### src/pli_pkg.sv
// ----------------------------------------------------------------------------
// pli_pkg
// Shared types and constants of the positional list block.
// ----------------------------------------------------------------------------
package pli_pkg;

  localparam int CAPACITY = 32;
  localparam int IDX_W    = $clog2(CAPACITY);
  localparam int CNT_W    = $clog2(CAPACITY + 1);
  localparam int ELEM_W   = 32;

  typedef enum logic [2:0] {
    OP_CLEAR  = 3'd0,
    OP_APPEND = 3'd1,
    OP_READ   = 3'd2,
    OP_INSERT = 3'd3,
    OP_DELETE = 3'd4
  } op_t;

  typedef enum logic [1:0] {
    ST_OK      = 2'd0,
    ST_INVALID = 2'd1,
    ST_FULL    = 2'd2
  } status_t;

  // broadcast to every cell of the chain
  typedef struct packed {
    logic             ins;  // open a slot at pos, fill it with value
    logic             del;  // close the slot at pos
    logic [IDX_W-1:0] pos;
  } pli_ctrl_t;

endpackage

### src/pli_cell.sv
// ----------------------------------------------------------------------------
// pli_cell
// One list slot: holds an element and takes it from the left neighbor,
// the right neighbor or the request value as the broadcast control says.
// ----------------------------------------------------------------------------
module pli_cell import pli_pkg::*; (
  input  logic              clk,
  input  logic [IDX_W-1:0]  cell_idx,
  input  pli_ctrl_t         ctrl,
  input  logic [ELEM_W-1:0] value,
  input  logic [ELEM_W-1:0] left_elem,
  input  logic [ELEM_W-1:0] right_elem,
  output logic [ELEM_W-1:0] elem
);

  logic [ELEM_W-1:0] elem_r;
  logic [ELEM_W-1:0] elem_nxt;

  always_comb begin
    elem_nxt = elem_r;
    priority if (ctrl.ins && cell_idx == ctrl.pos) begin
      elem_nxt = value;
    end else if (ctrl.ins && cell_idx > ctrl.pos) begin
      elem_nxt = left_elem;
    end else if (ctrl.del && cell_idx >= ctrl.pos) begin
      elem_nxt = right_elem;
    end else begin
      elem_nxt = elem_r;
    end
  end

  always_ff @(posedge clk) begin
    elem_r <= elem_nxt;
  end

  assign elem = elem_r;

endmodule

### src/positional_list_insert_delete.sv
// ----------------------------------------------------------------------------
// positional_list_insert_delete
// Ordered list of signed 32-bit values with clear, append, read, insert and
// delete at a zero-based position.
// ----------------------------------------------------------------------------
// Usage:
//   Requests enter on the in_ stream: in_tuser carries the operation, in_tdata
//   the index and the value. Each request yields exactly one result on the
//   out_ stream: out_tdata carries the read or deleted element and the new
//   element count, out_tuser the status (ok, invalid position or operation, list full).
//   Storage is a row of 32 cells; insert and delete move every cell at or
//   beyond the position at once toward or away from its neighbor. The result
//   is registered; one request is taken per cycle unless a held result stalls
//   the input. The 32-way read select and the count compare set the cycle time.
//   A result waits in the output register while out_tready is low; a new
//   request is taken in the same cycle the held result leaves, so the input
//   stalls only while a result is held and not taken.
//   Reset empties the list and drops any pending result; element contents
//   are not cleared and are only ever read below the count.
// ----------------------------------------------------------------------------
module positional_list_insert_delete import pli_pkg::*; (
  input  logic        clk,
  input  logic        rst_n,
  input  logic        in_tvalid,
  output logic        in_tready,
  input  logic [39:0] in_tdata,   // [5:0] index, [37:6] value, [39:38] zero
  input  logic [2:0]  in_tuser,   // [2:0] operation
  output logic        out_tvalid,
  input  logic        out_tready,
  output logic [39:0] out_tdata,  // [31:0] data, [37:32] count, [39:38] zero
  output logic [1:0]  out_tuser   // [1:0] status
);

  logic              accept;
  op_t               op;
  logic [5:0]        index;
  logic [ELEM_W-1:0] value;
  logic [IDX_W-1:0]  idx_lo;
  logic [CNT_W-1:0]  len_r, len_nxt;
  logic              out_valid_r, out_valid_nxt;
  logic [ELEM_W-1:0] data_r, data_nxt;
  status_t           status_r, status_nxt;
  logic              full;
  logic              idx_in_list;
  logic              idx_le_len;
  pli_ctrl_t         ctrl;
  logic [ELEM_W-1:0] elem_w [CAPACITY];

  assign op     = op_t'(in_tuser);
  assign index  = in_tdata[5:0];
  assign value  = in_tdata[37:6];
  assign idx_lo = index[IDX_W-1:0];

  assign in_tready = !out_valid_r || out_tready;
  assign accept    = in_tvalid && in_tready;

  assign full        = (len_r == CNT_W'(CAPACITY));
  assign idx_in_list = (CNT_W'(index) < len_r);
  assign idx_le_len  = (CNT_W'(index) <= len_r);

  always_comb begin
    len_nxt    = len_r;
    data_nxt   = '0;
    status_nxt = ST_OK;
    ctrl       = '0;
    unique case (op)
      OP_CLEAR: begin
        len_nxt = '0;
      end
      OP_APPEND: begin
        if (full) begin
          status_nxt = ST_FULL;
        end else begin
          ctrl.ins = 1'b1;
          ctrl.pos = len_r[IDX_W-1:0];
          len_nxt  = len_r + 1'b1;
        end
      end
      OP_READ: begin
        if (idx_in_list) begin
          data_nxt = elem_w[idx_lo];
        end else begin
          status_nxt = ST_INVALID;
        end
      end
      OP_INSERT: begin
        if (!idx_le_len) begin
          status_nxt = ST_INVALID;
        end else if (full) begin
          status_nxt = ST_FULL;
        end else begin
          ctrl.ins = 1'b1;
          ctrl.pos = idx_lo;
          len_nxt  = len_r + 1'b1;
        end
      end
      OP_DELETE: begin
        if (idx_in_list) begin
          data_nxt = elem_w[idx_lo];
          ctrl.del = 1'b1;
          ctrl.pos = idx_lo;
          len_nxt  = len_r - 1'b1;
        end else begin
          status_nxt = ST_INVALID;
        end
      end
      default: begin
        status_nxt = ST_INVALID;
      end
    endcase
    if (!accept) begin
      ctrl    = '0;
      len_nxt = len_r;
    end
  end

  for (genvar i = 0; i < CAPACITY; i++) begin : g_cell
    logic [ELEM_W-1:0] left_elem;
    logic [ELEM_W-1:0] right_elem;
    if (i == 0) begin : g_first
      assign left_elem = elem_w[i];
    end else begin : g_left
      assign left_elem = elem_w[i-1];
    end
    if (i == CAPACITY - 1) begin : g_last
      assign right_elem = elem_w[i];
    end else begin : g_right
      assign right_elem = elem_w[i+1];
    end
    pli_cell u_cell (
      .clk        (clk),
      .cell_idx   (IDX_W'(i)),
      .ctrl       (ctrl),
      .value      (value),
      .left_elem  (left_elem),
      .right_elem (right_elem),
      .elem       (elem_w[i])
    );
  end

  always_comb begin
    out_valid_nxt = out_valid_r;
    if (accept) begin
      out_valid_nxt = 1'b1;
    end else if (out_tready) begin
      out_valid_nxt = 1'b0;
    end
  end

  always_ff @(posedge clk) begin
    if (!rst_n) begin
      len_r       <= '0;
      out_valid_r <= 1'b0;
    end else begin
      len_r       <= len_nxt;
      out_valid_r <= out_valid_nxt;
    end
  end

  always_ff @(posedge clk) begin
    if (accept) begin
      data_r   <= data_nxt;
      status_r <= status_nxt;
    end
  end

  logic [CNT_W-1:0] count_r;
  always_ff @(posedge clk) begin
    if (accept) begin
      count_r <= len_nxt;
    end
  end

  assign out_tvalid = out_valid_r;
  assign out_tdata  = {2'b00, 6'(count_r), data_r};
  assign out_tuser  = status_r;

`ifndef SYNTH
  a_len_bound: assert property (@(posedge clk) disable iff (!rst_n)
    len_r <= CNT_W'(CAPACITY))
    else $error("element count above capacity");

  a_append_grows: assert property (@(posedge clk) disable iff (!rst_n)
    accept && op == OP_APPEND && !full |=> len_r == $past(len_r) + 1'b1)
    else $error("append did not grow the list");

  a_full_count: assert property (@(posedge clk) disable iff (!rst_n)
    out_tvalid && out_tuser == ST_FULL |-> out_tdata[37:32] == 6'(CAPACITY))
    else $error("full status with list not full");

  a_fail_zero: assert property (@(posedge clk) disable iff (!rst_n)
    out_tvalid && out_tuser != ST_OK |-> out_tdata[31:0] == '0)
    else $error("failed request returned data");
`endif

endmodule
### config.mk
export PLATFORM = sky130hd
export DESIGN_NAME = positional_list_insert_delete
export DESIGN_NICKNAME = d
export VERILOG_FILES = /design/src/pli_pkg.sv /design/src/pli_cell.sv /design/src/positional_list_insert_delete.sv
export SDC_FILE = /design/constraint.sdc
export NUM_CORES = 2
export LEC_CHECK = 0
export BUFFER_PORTS_ARGS = -buffer_cell sky130_fd_sc_hd__buf_2
export CAP_MARGIN = 20
export CELL_PAD_IN_SITES_DETAIL_PLACEMENT = 0
export CELL_PAD_IN_SITES_GLOBAL_PLACEMENT = 1
export CORE_ASPECT_RATIO = 1.1
export CORE_MARGIN = 2
export CORE_UTILIZATION = 50
export DETAILED_ROUTE_END_ITERATION = 10
export PLACE_DENSITY = 0.78
export SLEW_MARGIN = 10
export SYNTH_ARGS = -nofsm -noshare
export SYNTH_HDL_FRONTEND = slang
export SYNTH_HIERARCHICAL = 1
export SYNTH_SLANG_ARGS = --single-unit
export TNS_END_PERCENT = 5
### constraint.sdc
create_clock -name clk -period 37 [get_ports clk]
set_input_delay 7.4 -clock clk [delete_from_list [all_inputs] [get_ports clk]]
set_output_delay 7.4 -clock clk [all_outputs]
set_load 0.02 [all_outputs]
Word level (Yosys, flattened, before mapping)
Index checks and enable logic that the tools add are counted.
Widths: inputs -> output; s select.
- flip-flop bits (word level): 1071
- input port bits: 47
- output and inout bits: 44
- logic and storage cells: 398
- add/sub/neg operators: 2
- $lt $le $gt $ge: 66
- eq/ne operators: 37
- multiplexer cells: 119
- bitwise operators: 1
- reductions and logical operators: 136
- operators by type and width (kind ; count):
    $mux 32 ; 97
    $bmux 32 s5 ; 1
    $logic_and 1x1->1 ; 96
    $reduce_bool 3->1 ; 30
    $eq 5x5->1 const A ; 16
    $gt 5x5->1 const A ; 16
    $ge 5x5->1 const A ; 15
    $eq 4x5->1 const A ; 8
    $ge 4x5->1 const A ; 8
    $gt 4x5->1 const A ; 8
    $mux 6 ; 5
    $pmux 6 s4 ; 1
    $eq 3x5->1 const A ; 4
    $ge 3x5->1 const A ; 4
    $gt 3x5->1 const A ; 4
    $mux 5 ; 3
    $pmux 5 s3 ; 1
    $eq 2x5->1 const A ; 2
    $ge 1x5->1 const A ; 2
    $ge 2x5->1 const A ; 2
    $gt 1x5->1 const A ; 2
    $gt 2x5->1 const A ; 2
    $pmux 2 s4 ; 1
    $mux 7 ; 1
    22 further kinds ; 32

Logic depth before layout (Yosys ltp)
- word-level depth: 10
- mapped depth: 19
- mapped depth without buffers: 14

Cells and area by module
Netlist, hierarchy kept.
- modules (own cells, without submodules) (module ; times used ; cells an instance ; area each (sq um) ; seq. area each (sq um)):
    pli_cell (g_cell[19].u_cell ...) ; 22 ; 132 ; 1813.0 ; 960.9
    pli_cell (g_cell[0].u_cell ...) ; 10 ; 132 ; 1825.5 ; 960.9
    positional_list_insert_delete ; 1 ; 659 ; 10224.8 ; 1341.3

Worst setup path after synthesis
OpenSTA, ideal clock, no wires.
- kind: in2reg
- start point: input port out_tready
- end point: register g_cell[19].u_cell.elem_r[0] (enable)
- setup time: 0.432 ns
- arrival time: 17.327 ns
- data required time: 36.568 ns
- slack: 19.241 ns
- stages: 7
- path through: nand2b_1 nand2_1 inv_1 nand3_1 a21oi_1 nor2_1 a21oi_1
- RTL lines (item ; line ; source):
    start: declaration ; positional_list_insert_delete.sv:29 ; input logic out_tready,
    end signal: assignment ; pli_cell.sv:33 ; elem_r <= elem_nxt;
    end: declaration ; pli_cell.sv:16 ; logic [ELEM_W-1:0] elem_r;

Final worst setup path
- start point: input port out_tready
- end point: output port in_tready
- longest elaborated chain between the ends: 1
- ends and longest elaborated chain (item ; line ; source):
    $logic_or 1x1->1 ; positional_list_insert_delete.sv:54 ; assign in_tready = !out_valid_r || out_tready;
    end: declaration ; positional_list_insert_delete.sv:25 ; output logic in_tready,
Every way passes these cells.

==> impl_metrics.csv <==
group,metric,value,unit
worst_setup_path,slowest_delay,180,ps
status,status,"completed",
floorplanning,num_rows,142,
sta,skew,73.1,ps
pwr,power.density,38.5,mW/mm^2
pwr,vdd_ir_drop_max,0.0457,mV
drt,first_pass_iters,5,
cts,postCtsSetupRepairBufs,0,
pwr,combinationalPowerShare,10.2,%
place,dp_hpwl,130,mm
pwr,clkPwrFrac,40.8,%
sta,finalHoldViolCount,0,
global_route,antenna_found_initial,2,
drt,drcViolationCount,0,
cts,cts_tree,"done",
sta,clock.fmax,65.6,MHz
final_layout,layout-drive-gt1-share,28.0,%
sta,worst_pin_slew,1110,ps
worst_setup_path,path_max_fanout,4,
sta,setup_viol,0,
place,gp_congestion,0.832,
logic_synthesis,ys_async_sr_fraction,0,%
hold_path,holdPathStages,2,
global_route,grt_pass1_vias,44300,
logic_synthesis,seq_area_frac_synth,46.9,%
cts,clk_path_buf_depth,3,
logic_synthesis,synthTopCellsByCount,"edfxtp_1, or2_1, o221a_1",
worst_setup_path,worst_r2r_path_depth,13,
global_route,grt-ovfl-total,0,
final_layout,multiInputGateArea,0.0334,mm^2
floorplanning,fp.dieArea,0.140,mm^2
flow_run,max_cap_viol_count,0,
final_layout,fin_nets,5157,
worst_setup_path,crit_type,"input pin to output port",
drt,drt-total-wl,181,mm
worst_setup_path,worst_path_max_delay_cell,"nand2b_1",
drt,vias,45000,
cts,clk_latency,760,ps
logic_synthesis,synth_most_common_cell,"edfxtp_1",
hold_path,hold_class,"flop to flop",
drt,wl_per_cell,26.5,um
final_layout,seq_area,0.0321,mm^2
global_route,track_usage,25.7,%
logic_synthesis,synthFlopType,"edfxtp_1",
floorplanning,io_pins,91,
final_layout,stdcell_area,0.0734,mm^2
cts,cts.htree.levels,3,
logic_synthesis,yosys.area.top_type_share,46.7,%
logic_synthesis,syn_area_per_cell,14.0,um^2
logic_synthesis,yosys_warnings,6,
sta,finalSetupTns,0,ps
pwr,netSwitchingFraction,24.5,%
cts,clk_pin_slew,60,ps
logic_synthesis,synth_edf_count,1064,
sta,period_minus_slack,15250,ps
pwr,p_int,2130,uW
floorplanning,start_util,50.3,%
sta,finalCritPeriodShare,41.2,%
logic_synthesis,syn_inst,4883,
logic_synthesis,netlist.top_cell.by_area,"edfxtp_1",
place,portBuffers,86,
worst_setup_path,crit_path_frequent_cell,"buf_2",
final_layout,synthToLayoutAreaGrowth,7.42,%
drt,vias_per_cell,6.58,
cts,cts_buffers,115,
logic_synthesis,netlist_top_cells_area,"edfxtp_1, mux4_2, o221a_1, or2_1, o221a_2",
pwr,finalPower,2830,uW
worst_setup_path,crit_chain,"buf_2 -> nand2b_1 -> buf_2",
place,dp.cells,6609,
final_layout,n_antenna_cell,0,
cts,clock-sinks,1071,
worst_setup_path,critPathRequiredTime,29600,ps
floorplanning,die_w,357,um
sta,relSlewSlack,25.7,%
worst_setup_path,arrival,7850,ps
pwr,power.switching,694,uW
cts,cts_resized,0,
worst_setup_path,start_kind,"input pin",
final_layout,fin_cells,6838,
pwr,seqPwrFrac,49.0,%
logic_synthesis,synth_seq_cells,1071,
floorplanning,core_area,0.136,mm^2
cts,cts-root-buf,"clkbuf_16",
logic_synthesis,yosysUniqueCellTypes,58,
final_layout,fill_cells,11100,
pwr,leakage,0.0216,uW
worst_setup_path,end_kind,"output port",
floorplanning,die_h,392,um
drt,drtIter0Drc,4428,
sta,slew_violations,0,
logic_synthesis,netlist_area,0.0684,mm^2
global_route,grt_pass1_wl,279,mm
cts,hold_buffers,0,
drt,ant_nets,0,
global_route,grt_max_degree,129,
sta,rsz0062_at_grt,"no",
place,placed_cell_area,0.0694,mm^2
## routing by layer
layer / part of all wire (%) / global-route usage, %
met5: 0.0072 / 0
met1: 43 / 35.6
met3: 6.8 / 3.32
met2: 48 / 42.9
met4: 1.7 / 5.88
## sequential cells by signal, indices dropped and copies added (netlist names)
signal	flops
g_cell.u_cell/elem	1024
count_r	6
len_r	6
data_r	32
out_tuser	2
out_tvalid	1
## layout by cell type, fill, tap and decap left out, drive strengths merged, types with 5 or more instances in the layout
master / n
nor2: 36
clkinv: 120
nand2: 74
dfxtp: 7
or2: 1025
ha: 170
a31oi: 5
and2: 6
mux4: 320
nand3: 69
buf: 151
edfxtp: 1064
o22ai: 33
clkbuf: 143
and4: 33
inv: 177
o221ai: 32
nor3: 6
a21o: 32
a21oi: 139
nand2b: 35
o221a: 1024
and3: 34
conb: 162
bufinv: 10
a21boi: 32
nand4: 35
o21ai: 37
## logic make-up (layout without fill, tap and decap cells)
| kind of cell | Yosys count | after routing | share of synthesized area, % |
|---|---|---|---|
| simple gates | 1359 | 1359 | 12.6 |
| other cells | 2 | 162 | 0.0110 |
| fa+ha+maj | 170 | 170 | 3.11 |
| mux | 321 | 321 | 10.6 |
| flops | 1071 | 1071 | 46.9 |
| buf+inv | 607 | 602 | 5.70 |
| xor+xnor | 4 | 4 | 0.0512 |
| compound gates | 1349 | 1349 | 21.0 |
## worst max-delay path: cells and delay by family
kind,cells,cell delay (ps)
buffers and inverters,2,270
and+or+nand+nor,1,180
## layout make-up
type                    instances  share of cell area [%]
clock buffers                 143                    4.09
multi-input cells            3365                    45.4
inverters                     236                    1.21
repair buffers                151                    1.55
clock inverters                72                   0.961
well taps                    1800                    3.07
flip-flops and latches       1071                    43.7
## per-stage QoR
step | util (%) | setup slack (ps) | hold WS [ps]
floorplan | - | 19240 | 522
global placement | 51.1 | 21750 | 549
detailed placement | 51.1 | 21740 | 565
CTS | 53.8 | 21740 | 572
global route | 54.0 | 21720 | 624
finish | 54.0 | 21750 | 570
## power by group through the flow
| stage | sequential (uW) | combinational, uW | clock, uW |
|---|---|---|---|
| finish | 1390 | 288 | 1150 |
| global route | 1390 | 308 | 1220 |
| CTS | 1390 | 282 | 1170 |
| detailed placement | 1410 | 281 | 0 |
| global placement | 1410 | 275 | 0 |
| floorplan | 1410 | 210 | 0 |
## path summary, 6_finish.rpt
check                   from                    endpoint  slack, ps
setup / recovery  out_tready                   in_tready      21750
hold / removal    out_tvalid                  out_tvalid        570
setup reg to reg    len_r[2]  g_cell[28].u_cell/elem[23]      31330
hold reg to reg   out_tvalid                  out_tvalid        570
(Power assumes the default switching activity.)
